### src/design/rpn_pkg.sv
package rpn_pkg;

  localparam int DEF_STACK_DEPTH = 16;
  localparam int DEF_FRAC_BITS   = 16;

  localparam logic [2:0] ST_OK     = 3'd0;
  localparam logic [2:0] ST_BADNUM = 3'd1;
  localparam logic [2:0] ST_BADEXP = 3'd2;
  localparam logic [2:0] ST_UNDER  = 3'd3;
  localparam logic [2:0] ST_BADOP  = 3'd4;
  localparam logic [2:0] ST_OVER   = 3'd5;
  localparam logic [2:0] ST_SAT    = 3'd6;

  typedef enum logic [4:0] {
    C_NONE, C_CHAR, C_NOTE, C_RD_B, C_RD_A, C_ADD, C_SUB, C_MUL, C_MUL_RND,
    C_DIV_START, C_DIV_STEP, C_DIV_RES, C_WR_OP, C_CV_INIT, C_CV_UP, C_CV_POW,
    C_CV_DIV_START, C_CV_DIV_RES, C_CV_RES, C_PUSH, C_TOK_CLR, C_EMIT
  } dp_op_e;

  typedef enum logic [2:0] {OPK_ADD, OPK_SUB, OPK_MUL, OPK_DIV, OPK_BAD} opk_e;

  typedef struct packed {
    dp_op_e     op;
    logic [2:0] code;
  } cmd_t;

  typedef struct packed {
    logic is_op;
    logic num_bad;
    logic fatal;
    logic stk_lt2;
    logic stk_empty;
    logic mant_zero;
    logic e_neg;
    logic cv_cnt_zero;
    logic lim_huge;
    logic pw_gt;
    logic div_last;
    logic div_zero;
    logic out_free;
    opk_e opk;
  } sts_t;

endpackage

### src/design/rpn_ctrl.sv
module rpn_ctrl (
  input  logic          clk,
  input  logic          rst_n,
  input  logic          in_valid,
  input  logic          in_token_last,
  input  logic          in_expr_last,
  output logic          in_stall,
  input  rpn_pkg::sts_t sts,
  output rpn_pkg::cmd_t cmd
);
  import rpn_pkg::*;

  typedef enum logic [4:0] {
    S_IDLE, S_FIN, S_OP_RDB, S_OP_RDA, S_OP_EXEC, S_MUL_RND, S_DIV_STEP, S_DIV_RES,
    S_OP_WR, S_CV_INIT, S_CV_UP, S_CV_POW, S_CV_DIV, S_CV_DSTEP, S_CV_DIVRES,
    S_CV_RES, S_PUSH, S_TOK_END, S_EXPR_CHK, S_EMIT
  } state_e;

  state_e state_r, state_nxt;
  logic   el_r, el_nxt;

  assign in_stall = (state_r != S_IDLE);

  always_comb begin
    state_nxt = state_r;
    el_nxt    = el_r;
    cmd.op    = C_NONE;
    cmd.code  = ST_OK;
    unique case (state_r)
      S_IDLE: begin
        if (in_valid) begin
          cmd.op = C_CHAR;
          el_nxt = in_expr_last;
          if (in_token_last) state_nxt = S_FIN;
        end
      end
      S_FIN: begin
        if (sts.is_op) begin
          if (sts.fatal) begin
            state_nxt = S_TOK_END;
          end else if (sts.stk_lt2) begin
            cmd.op = C_NOTE; cmd.code = ST_UNDER; state_nxt = S_TOK_END;
          end else begin
            state_nxt = S_OP_RDB;
          end
        end else if (sts.num_bad) begin
          cmd.op = C_NOTE; cmd.code = ST_BADNUM; state_nxt = S_TOK_END;
        end else if (sts.fatal) begin
          state_nxt = S_TOK_END;
        end else if (sts.mant_zero) begin
          state_nxt = S_CV_RES;
        end else begin
          state_nxt = S_CV_INIT;
        end
      end
      S_OP_RDB: begin
        cmd.op = C_RD_B; state_nxt = S_OP_RDA;
      end
      S_OP_RDA: begin
        cmd.op = C_RD_A; state_nxt = S_OP_EXEC;
      end
      S_OP_EXEC: begin
        unique case (sts.opk)
          OPK_ADD: begin cmd.op = C_ADD; state_nxt = S_OP_WR; end
          OPK_SUB: begin cmd.op = C_SUB; state_nxt = S_OP_WR; end
          OPK_MUL: begin cmd.op = C_MUL; state_nxt = S_MUL_RND; end
          OPK_DIV: begin
            cmd.op = C_DIV_START;
            state_nxt = sts.div_zero ? S_OP_WR : S_DIV_STEP;
          end
          default: begin
            cmd.op = C_NOTE; cmd.code = ST_BADOP; state_nxt = S_TOK_END;
          end
        endcase
      end
      S_MUL_RND: begin
        cmd.op = C_MUL_RND; state_nxt = S_OP_WR;
      end
      S_DIV_STEP: begin
        cmd.op = C_DIV_STEP;
        if (sts.div_last) state_nxt = S_DIV_RES;
      end
      S_DIV_RES: begin
        cmd.op = C_DIV_RES; state_nxt = S_OP_WR;
      end
      S_OP_WR: begin
        cmd.op = C_WR_OP; state_nxt = S_TOK_END;
      end
      S_CV_INIT: begin
        cmd.op = C_CV_INIT;
        state_nxt = sts.e_neg ? S_CV_POW : S_CV_UP;
      end
      S_CV_UP: begin
        cmd.op = C_CV_UP;
        if (sts.lim_huge || sts.cv_cnt_zero) state_nxt = S_CV_RES;
      end
      S_CV_POW: begin
        cmd.op = C_CV_POW;
        if (sts.pw_gt) state_nxt = S_CV_RES;
        else if (sts.cv_cnt_zero) state_nxt = S_CV_DIV;
      end
      S_CV_DIV: begin
        cmd.op = C_CV_DIV_START; state_nxt = S_CV_DSTEP;
      end
      S_CV_DSTEP: begin
        cmd.op = C_DIV_STEP;
        if (sts.div_last) state_nxt = S_CV_DIVRES;
      end
      S_CV_DIVRES: begin
        cmd.op = C_CV_DIV_RES; state_nxt = S_CV_RES;
      end
      S_CV_RES: begin
        cmd.op = C_CV_RES; state_nxt = S_PUSH;
      end
      S_PUSH: begin
        cmd.op = C_PUSH; state_nxt = S_TOK_END;
      end
      S_TOK_END: begin
        cmd.op = C_TOK_CLR;
        state_nxt = el_r ? S_EXPR_CHK : S_IDLE;
      end
      S_EXPR_CHK: begin
        if (!sts.fatal) begin
          if (sts.stk_empty) begin
            cmd.op = C_NOTE; cmd.code = ST_UNDER;
          end else begin
            cmd.op = C_RD_B;
          end
        end
        state_nxt = S_EMIT;
      end
      S_EMIT: begin
        if (sts.out_free) begin
          cmd.op = C_EMIT; state_nxt = S_IDLE;
        end
      end
      default: state_nxt = S_IDLE;
    endcase
  end

  always_ff @(posedge clk) begin
    if (!rst_n) begin
      state_r <= S_IDLE;
      el_r    <= 1'b0;
    end else begin
      state_r <= state_nxt;
      el_r    <= el_nxt;
    end
  end

endmodule

### config.mk
export PLATFORM = sky130hd
export DESIGN_NAME = rpn_ctrl
export DESIGN_NICKNAME = d
export VERILOG_FILES = /design/src/design/rpn_pkg.sv /design/src/design/rpn_ctrl.sv
export SDC_FILE = /design/constraint.sdc
export NUM_CORES = 1
export LEC_CHECK = 0
export BUFFER_PORTS_ARGS = -buffer_cell sky130_fd_sc_hd__buf_2
export CORE_AREA = 2 2 57 59
export DETAILED_ROUTE_END_ITERATION = 10
export DIE_AREA = 0 0 59 61
export SLEW_MARGIN = 10
export SYNTH_ARGS = -nofsm -noshare
export SYNTH_HDL_FRONTEND = slang
export SYNTH_SLANG_ARGS = --single-unit
### constraint.sdc
create_clock -name clk -period 5.05 [get_ports clk]
set_input_delay 1.01 -clock clk [delete_from_list [all_inputs] [get_ports clk]]
set_output_delay 1.01 -clock clk [all_outputs]
set_load 0.01 [all_outputs]
==> results of run 1 <==
worst reg2reg max path, cell delays in order, from the launching register on:
cell	delay (ps)
dfxtp_1	770
clkinv_1	460
nor4b_1	630
o311ai_0	190
o21ai_0	120
flip-flops by register name, indices dropped and copies added (netlist names):
signal and flops:
state_r 5, el_r 1
cell usage after synthesis, types with 2 or more instances:
master / count / area [µm²]
nor2_1: 15 / 56.3
nand2_1: 12 / 45.0
a21oi_1: 11 / 55.1
o21ai_0: 11 / 55.1
nand3_1: 10 / 50.1
nand2b_1: 8 / 50.1
nor2b_1: 7 / 43.8
dfxtp_1: 6 / 120
buf_2: 5 / 25.0
nor3_1: 5 / 25.0
inv_1: 4 / 15.0
o21a_1: 3 / 22.5
o22ai_1: 3 / 18.8
o32ai_1: 3 / 26.3
a211o_1: 2 / 17.5
a31o_2: 2 / 17.5
a32oi_1: 2 / 17.5
buf_1: 2 / 7.51
buf_6: 2 / 22.5
clkbuf_1: 2 / 7.51
mux2i_1: 2 / 20.0
nor3b_1: 2 / 15.0
nor4_1: 2 / 12.5
o211ai_1: 2 / 15.0
o221ai_1: 2 / 17.5
xnor2_1: 2 / 17.5
cell type report:
class,instances,area [µm²],share of cell area [%]
Tap cell,33,41.3,3.60
Timing Repair Buffer,29,145,12.6
Clock buffer,3,22.5,1.96
Sequential cell,6,120,10.5
Multi-Input combinational cell,127,800,69.7
Inverter,5,18.8,1.64
kinds of logic (layout without fill, tap and decap cells):
kind of cell    count (synthesis)  count (layout)  share of synthesized area (%)
xor+xnor                        2               2                           1.74
mux                             3               3                           3.10
simple gates                   69              69                           38.1
flops                           6               6                           11.9
compound gates                 53              53                           36.4
buf+inv                        17              37                           8.81
layout by cell type, fill, tap and decap left out, drive strengths merged, types with 3 or more instances in the layout:
cell type	netlist	final
clkbuf	2	3
nand2	12	12
o32ai	3	3
a21oi	11	11
buf	10	29
o22ai	3	3
nor2	15	15
o21ai	11	11
o21a	3	3
inv	4	4
dfxtp	6	6
nor2b	7	7
nand2b	8	8
nand3	10	10
nor3	6	6
power groups by stage:
stage	logic (mW)	clock network [mW]	registers, mW
floorplan	0.195	0	0.0623
global placement	0.208	0	0.104
detailed placement	0.212	0	0.105
CTS	0.213	0.0445	0.104
global route	0.236	0.0475	0.109
finish	0.213	0.0431	0.104
layer usage:
layer	vias to the layer above	GRT usage [%]
met5	-	0
met4	0	0.974
met3	0	2.77
met2	50	28.9
met1	570	25.3
li1	609	-
path summary, 6_finish.rpt:
check	depth (start not counted)	to	slack (ps)	from
worst max-delay path	6	cmd[0]	1630	state_r[0]$_SDFFE_PN0P_
worst min-delay path	2	el_r$_SDFFE_PN0P_	570	el_r$_SDFFE_PN0P_
worst max register to register	4	state_r[0]$_SDFFE_PN0P_	2820	state_r[0]$_SDFFE_PN0P_
worst min register to register	2	el_r$_SDFFE_PN0P_	570	el_r$_SDFFE_PN0P_
==> impl_metrics.tcl, run 1 <==
set metrics [dict create \
    run_status "finished, final reports clean" \
    h_tree_levels 1 \
    critPathBufInv 1 \
    irDropWorstVdd_mv 0.190 \
    grt_antenna_before_repair 0 \
    dp_hpwl_um 2280 \
    cts_max_path_buffers 2 \
    grt_start_max_net_pins 30 \
    syn-cell-area_mm2 0.00101 \
    timing.final.ws_setup_ps 1630 \
    fin_cells 203 \
    synth_cell_type_count 49 \
    antenna_violating_nets_post_route 0 \
    synthToLayoutAreaGrowth_pct 13.8 \
    cts.sink_count 6 \
    top_signal_layer_used "met3" \
    worst_path_largest_cell_delay_ps 770 \
    tightest_slew_ps 956 \
    ys.flop_type "dfxtp_1" \
    gp_congestion 0.863 \
    power_density_mw_per_mm2 314 \
    slowest_stage "dfxtp_1" \
    vias 1229 \
    setup_total_negative_slack_ps 0 \
    drt_pre_antenna_iters 4 \
    post-cts-setup-buffers 0 \
    drt-wirelength-per-cell_um 14.9 \
    dp_cells 200 \
    worst-setup-path-type "flip-flop to primary output" \
    post_synth_inst_count 150 \
    grt_pass1_vias 1060 \
    route.final.wire_length_um 3030 \
    synth.yosys.seq_area_share_pct 11.9 \
    floorplan.die.width_um 59 \
    fin_util_pct 38.9 \
    core_area_mm2 0.00295 \
    end_kind "primary output" \
    power_frac_seq_pct 29.0 \
    initial_cell_density_of_the_core_pct 34.2 \
    drc 0 \
    async_reset_ff_share_pct 0 \
    timing.hold.worst.class "flip-flop to flip-flop" \
    grt_first_pass_wirelength_um 4960 \
    fin_hold_ws_ps 571 \
    detail_route_met2_wl_um 1450 \
    power.leakage_nw 0.452 \
    drtIter0Drc 59 \
    grt_overflow 0 \
    cts_resized 0 \
    pre_cts_slack_ps 1890 \
    worst_ep_required_time_ps 4040 \
    ioPinCount 30 \
    syn_nets 171 \
    worst-endpoint-arrival_ps 2410 \
    clock_power_share_pct 12.0 \
    num-nets-final 193 \
    max_cap_violations 0 \
    maximum_achievable_frequency_ghz 0.292 \
    total_power_uw 360 \
    stdcell_area_mm2 0.00115 \
    grtUsageTotal_pct 17.5 \
    layout_worst_path_cycle_share_pct 67.7 \
    io_buffer_count 29 \
    crit_path_max_fanout 21 \
    switching_share_pct 49.5 \
    final-setup-viol-count 0 \
    drive_above_1_share_pct 23.5 \
    clk_root_buffer_cell "clkbuf_4" \
    critPathLaunchType "flip-flop" \
    synth_enable_flop_cells 0 \
    post_synth.cell_area_avg_um2 6.72 \
    die_area_mm2 0.00360 \
    intPower_uw 182 \
    clk_pin_slew_ps 40 \
    hold_violations 0 \
    finalWorstPathRequiredPeriod_ps 3420 \
    finalClockSkew_ps 2.57 \
    worst_slew_margin_rel_pct 36.2 \
    tritoncts "yes" \
    dr_wl_met3_um 210 \
    p_sw_uw 178 \
    share_comb_of_total_power_pct 59.1 \
    yosysWarnings 0 \
    clock_insertion_delay_worst_skew_ps 240 \
    finalMaxSlewViolations 0 \
    post_route_met1_wirelength_um 1370 \
    rows 20 \
    tritoncts.num_buffers 3 \
    die_h_um 61 \
    fillers 337 \
    cp_top_family "simple AND/OR/NAND/NOR gates" \
    crit_path_cell_chain "nand2b_1, or4_4, nor4b_4, a41o_2, a31o_2, buf_2" \
    number_of_buffers_added_to_fix_hold_violations_after_cts 0 \
    antenna-diode-count 0 \
    vias_per_cell 6.05 \
    detailed_place.area_mm2 0.00112 \
    rsz0062_at_grt "no" \
    synth_seq_cells 6 \
]
(Power assumes the default switching activity.)
==> run 2, diff against run 1 <==
==> constraint.sdc (replaced) <==
create_clock -name clk -period 3.37 [get_ports clk]
set_input_delay 0.674 -clock clk [delete_from_list [all_inputs] [get_ports clk]]
set_output_delay 0.674 -clock clk [all_outputs]
set_load 0.01 [all_outputs]
==> impl_metrics.tcl, run 2 (synthesis gave the netlist of run 1 again) <==
set metrics [dict create \
    ioPinCount 30 \
    largestRegisters "state_r (5), el_r (1)" \
    top_signal_layer_used "met4" \
    core_area_mm2 0.00295 \
    largest_register_ff_count 5 \
    final-setup-viol-count 0 \
    max_cap_violations 0 \
    stdcell_area_mm2 0.00117 \
    grt_overflow 0 \
    initial_cell_density_of_the_core_pct 34.2 \
    dr_wl_met3_um 183 \
    pre_cts_slack_ps 869 \
    drtIter0Drc 68 \
    reg2reg_slack_ps 1210 \
    clk_pin_slew_ps 50 \
    cts_max_path_buffers 2 \
    layout_worst_path_cycle_share_pct 82.7 \
    cts.sink_count 6 \
    num-nets-final 196 \
    hold_violations 0 \
    route.final.wire_length_um 3030 \
    run_status "finished, final reports clean" \
    critical_path.reg2reg.endpoint "state_r[0]$_SDFFE_PN0P_" \
    finalMaxSlewViolations 0 \
    synthToLayoutAreaGrowth_pct 16.0 \
    tritoncts "yes" \
    vias 1240 \
    detailed_place.area_mm2 0.00115 \
    timing.final.ws_setup_ps 584 \
    critPathLaunchType "flip-flop" \
    grt_start_max_net_pins 28 \
    slowest_stage "or4_4" \
    post-cts-setup-buffers 0 \
    drt-wirelength-per-cell_um 14.7 \
    destination_of_the_critical_timing_path "cmd[0]" \
    io_buffer_count 29 \
    setup_total_negative_slack_ps 0 \
    tightest_slew_ps 866 \
    floorplan.die.width_um 59 \
    gp_congestion 0.873 \
    timing.hold.worst.class "flip-flop to flip-flop" \
    grtUsageTotal_pct 18.1 \
    grt_antenna_before_repair 0 \
    die_h_um 61 \
    rsz0062_at_grt "no" \
    drc 0 \
    top_register "state_r" \
    clk_root_buffer_cell "clkbuf_4" \
    die_area_mm2 0.00360 \
    drive_above_1_share_pct 24.9 \
    rows 20 \
    most_common_cell_after_layout_fill_and_taps_aside "buf_2" \
    finalWorstPathRequiredPeriod_ps 2790 \
    antenna_violating_nets_post_route 0 \
    mostFrequentLayoutCells "buf_2, nor2_1, nand2_1" \
    grt_pass1_vias 1020 \
    detail_route_met2_wl_um 1480 \
    dp_hpwl_um 2390 \
    maximum_achievable_frequency_ghz 0.359 \
    number_of_buffers_added_to_fix_hold_violations_after_cts 0 \
    post_route_met1_wirelength_um 1360 \
    clock_insertion_delay_worst_skew_ps 250 \
    rr_worst_depth 5 \
    tritoncts.num_buffers 3 \
    h_tree_levels 1 \
    crit_path_max_fanout 27 \
    power.leakage_nw 0.468 \
    end_kind "primary output" \
    worst_slew_margin_rel_pct 42.2 \
    worst-setup-path-type "flip-flop to primary output" \
    crit_path_cell_chain "or4_4, nor4b_4, a41o_2, a31o_2, buf_2" \
    worst-endpoint-arrival_ps 2110 \
    cts_resized 0 \
    drt_pre_antenna_iters 4 \
    worst_ep_required_time_ps 2700 \
    worst_path_largest_cell_delay_ps 650 \
    crit_start "state_r[3]$_SDFFE_PN0P_" \
    vias_per_cell 6.02 \
    rr_startpoint "state_r[3]$_SDFFE_PN0P_" \
    finalClockSkew_ps 6.31 \
    irDropWorstVdd_mv 0.208 \
    worstHoldPathCells 2 \
    power_density_mw_per_mm2 480 \
    grt_first_pass_wirelength_um 5080 \
    antenna-diode-count 0 \
    fillers 328 \
]
run 2: cell count changes in the layout (fill, tap and decap cells not counted), sizes merged:
cell / change
buf: +3
run 2: per-stage QoR:
stage | total power, mW | hold WS, ps | instances | util [%]
2_1_floorplan | 0.385 | 510 | 150 | -
3_3_place_gp | 0.492 | 546 | 203 | 38.9
3_5_place_dp | 0.493 | 562 | 203 | 38.9
4_1_cts | 0.562 | 561 | 206 | 39.6
5_1_grt | 0.607 | 587 | 206 | 39.6
6_report | 0.562 | 560 | 206 | 39.6
run 2: worst max-delay path: cells and delay by family, from the launching register on:
family	cells	cell delay, ps
and+or+nand+nor	2	940
DFF	1	580
AOI/OAI and AO/OA	2	230
buffers and inverters	1	120
run 2: routing by layer:
metal  vias to the layer above  global-route usage [%]
met5                         -                       0
met4                         0                    3.90
met3                         2                    1.92
met2                        48                    28.3
met1                       577                    26.9
li1                        613                       -
run 2: how the worst min path moves through the flow:
stage / start / to / slack, ps
2_1_floorplan: el_r$_SDFFE_PN0P_ / el_r$_SDFFE_PN0P_ / 510
3_3_place_gp: el_r$_SDFFE_PN0P_ / el_r$_SDFFE_PN0P_ / 550
3_5_place_dp: el_r$_SDFFE_PN0P_ / el_r$_SDFFE_PN0P_ / 560
4_1_cts: el_r$_SDFFE_PN0P_ / el_r$_SDFFE_PN0P_ / 560
5_1_grt: el_r$_SDFFE_PN0P_ / el_r$_SDFFE_PN0P_ / 590
6_report: el_r$_SDFFE_PN0P_ / el_r$_SDFFE_PN0P_ / 560
run 2: area by class of cell:
class | instances | area (µm²) | share of cell area, %
repair buffers | 32 | 168 | 14.3
multi-input cells | 127 | 800 | 68.3
inverters | 5 | 18.8 | 1.60
well taps | 33 | 41.3 | 3.53
flip-flops and latches | 6 | 120 | 10.3
clock buffers | 3 | 22.5 | 1.93
run 2: report_power, final:
part	switching, mW	leakage, nW	internal (mW)
Combinational	0.219	0.405	0.160
Clock	0.0265	0.0138	0.0403
Sequential	0.0311	0.0490	0.0852
==> run 3, diff against run 2 <==
--- a/config.mk
+++ b/config.mk
@@ -5,10 +5,11 @@
 export SDC_FILE = /design/constraint.sdc
 export NUM_CORES = 1
 export LEC_CHECK = 0
+export ABC_AREA = 1
 export BUFFER_PORTS_ARGS = -buffer_cell sky130_fd_sc_hd__buf_2
-export CORE_AREA = 2 2 57 59
+export CORE_AREA = 2 2 54 56
 export DETAILED_ROUTE_END_ITERATION = 10
-export DIE_AREA = 0 0 59 61
+export DIE_AREA = 0 0 56 58
 export SLEW_MARGIN = 10
 export SYNTH_ARGS = -nofsm -noshare
 export SYNTH_HDL_FRONTEND = slang
==> constraint.sdc (replaced) <==
create_clock -name clk -period 2.5 [get_ports clk]
set_input_delay 0.5 -clock clk [delete_from_list [all_inputs] [get_ports clk]]
set_output_delay 0.5 -clock clk [all_outputs]
set_load 0.01 [all_outputs]
==> impl_metrics.tcl, run 3 <==
set metrics [dict create \
    maximum_achievable_frequency_ghz 0.435 \
    crit_path_cell_chain "inv_2, nor2_2, nand3_1, nor4_2, nor2_1, nand4_1, buf_2" \
    fin_util_pct 42.1 \
    worstHoldPathCells 3 \
    grt_first_pass_wirelength_um 4850 \
    io_buffer_count 29 \
    rr_startpoint "state_r[0]$_SDFFE_PN0P_" \
    syn-cell-area_um2 908 \
    grt_start_max_net_pins 10 \
    irDropWorstVdd_mv 0.562 \
    synth_enable_flop_cells 0 \
    worst_ep_required_time_ps 2000 \
    synth_cell_type_count 25 \
    grt_overflow 0 \
    finalWorstPathRequiredPeriod_ps 2300 \
    mostFrequentLayoutCells "nand2_1, buf_2, nor2_1" \
    post_synth.cell_area_avg_um2 5.22 \
    ys.flop_type "dfxtp_1" \
    reg2reg_slack_ps 930 \
    worst-setup-path-type "flip-flop to primary output" \
    tritoncts.num_buffers 3 \
    hold_start "in_expr_last" \
    cts.sink_count 6 \
    netlist_top_cells_count "nand2_1, nor2_1, inv_1" \
    clock_insertion_delay_worst_skew_ps 240 \
    dp_hpwl_um 2420 \
    critical_path.reg2reg.endpoint "state_r[2]$_SDFFE_PN0P_" \
    worst-endpoint-arrival_ps 1800 \
    num-nets-final 229 \
    worst_path_largest_cell_delay_ps 490 \
    critPathLaunchType "flip-flop" \
    largest_register_ff_count 5 \
    synth.yosys.seq_area_share_pct 13.2 \
    drive_above_1_share_pct 25.7 \
    yosysTopAreaCell "nand2_1" \
    grt_pass1_vias 1112 \
    ioPinCount 30 \
    end_kind "primary output" \
    ys_top_cells_by_area "nand2_1, dfxtp_1, nor2_1" \
    vias 1216 \
    top_register "state_r" \
    layout_worst_path_cycle_share_pct 91.9 \
    synth_seq_cells 6 \
    timing.hold.worst.class "input port to flip-flop" \
    tritoncts "yes" \
    final-setup-viol-count 0 \
    grtUsageTotal_pct 18.6 \
    pre_cts_slack_ps 382 \
    worst_hold_path.endpoint "el_r$_SDFFE_PN0P_" \
    timing.final.ws_setup_ps 203 \
    vias_per_cell 5.13 \
    slowest_stage "dfxtp_1" \
    rows 19 \
    run_status "finished, final reports clean" \
    power.leakage_nw 0.660 \
    synthDominantCellAreaShare_pct 18.2 \
    yosysWarnings 0 \
    rr_worst_depth 8 \
    rsz0062_at_grt "no" \
    max_cap_violations 0 \
    crit_path_max_fanout 7 \
    antenna-diode-count 0 \
    cts_max_path_buffers 2 \
    tightest_slew_ps 352 \
    power_density_mw_per_mm2 681 \
    largestRegisters "state_r (5), el_r (1)" \
    syn_nets 195 \
    clk_pin_slew_ps 50 \
    async_reset_ff_share_pct 0 \
    gp_congestion 0.956 \
    setup_total_negative_slack_ps 0 \
    fin_hold_ws_ps 477 \
    antenna_violating_nets_post_route 0 \
    post_synth_inst_count 174 \
    grt_antenna_before_repair 0 \
    hold_violations 0 \
    synthToLayoutAreaGrowth_pct 23.4 \
    finalClockSkew_ps 2.59 \
    worst_slew_margin_rel_pct 76.3 \
    floorplan.die.width_um 56 \
    h_tree_levels 1 \
    drt-wirelength-per-cell_um 12.2 \
    drt_pre_antenna_iters 4 \
    core_area_mm2 0.00266 \
    clk_root_buffer_cell "clkbuf_4" \
    drc 0 \
    most_common_cell_after_layout_fill_and_taps_aside "nand2_1" \
    die_area_mm2 0.00325 \
    finalMaxSlewViolations 0 \
    initial_cell_density_of_the_core_pct 34.1 \
    total_power_uw 764 \
    route.final.wire_length_um 2890 \
    die_h_um 58 \
    drtIter0Drc 57 \
    synth_most_common_cell "nand2_1" \
]
-- run 3: changes by cell type in the layout (fill, tap and decap cells not counted), moves of 7 or more --
cell,previous run,this run
nor2b_1,7,0
inv_1,4,25
nor2_1,15,26
nand2b_1,8,0
nand3_1,10,19
nand2_1,12,44
-- run 3: through the flow --
step,std cells,instance area [µm²]
6_report,237,1120
5_1_grt,237,1120
4_1_cts,237,1110
3_5_place_dp,234,1090
3_3_place_gp,234,1090
2_1_floorplan,174,908
-- run 3: kinds of logic (layout without fill, tap and decap cells) --
kind of cell           Yosys count  after routing  synth area share (%)
and+or+nand+nor                116            116                  60.1
AOI/OAI and AO/OA               22             22                  14.1
buffers and inverters           30             62                  12.7
DFF                              6              6                  13.2
-- run 3: how the worst max path moves through the flow --
stage                             from  endpoint  slack (ps)
2_1_floorplan  state_r[0]$_SDFFE_PN0P_    cmd[3]         800
3_3_place_gp   state_r[0]$_SDFFE_PN0P_    cmd[4]         360
3_5_place_dp   state_r[0]$_SDFFE_PN0P_    cmd[4]         380
4_1_cts        state_r[0]$_SDFFE_PN0P_    cmd[4]         140
5_1_grt        state_r[0]$_SDFFE_PN0P_    cmd[0]          40
6_report       state_r[0]$_SDFFE_PN0P_    cmd[4]         200
-- run 3: repair_timing --
item                       4_1_cts  5_1_grt
hold buffers                     0        0
buffers inserted                 0        0
setup endpoints to repair        0        3
resized for setup                0        1
-- run 3: layer usage --
metal	track usage [%]	wire length [µm]	share of wire (%)	vias up
met5	0	0	0	-
met4	5.10	34	1.2	0
met3	4.46	248	8.6	4
met2	29.4	1280	44	52
met1	25.6	1330	46	527
li1	-	-	-	633
-- run 3: final cells by class --
cell class                      count  area (µm²)
Clock buffer                        3        22.5
Fill cell                         296        1540
Inverter                           30         115
Multi-Input combinational cell    138         679
Sequential cell                     6         120
Tap cell                           31        38.8
Timing Repair Buffer               29         145
-- run 3: where the power goes --
| group | internal (mW) | leakage [nW] | switching [mW] | total (mW) |
|---|---|---|---|---|
| Combinational | 0.180 | 0.597 | 0.331 | 0.512 |
| Clock | 0.0544 | 0.0138 | 0.0357 | 0.0901 |
| Sequential | 0.120 | 0.0490 | 0.0417 | 0.162 |
-- run 3: critical path, delay by kind of cell, from the launching register on --
family / cells / cell delay [ps]
buf+inv: 2 / 220
simple gates: 5 / 830
flops: 1 / 490
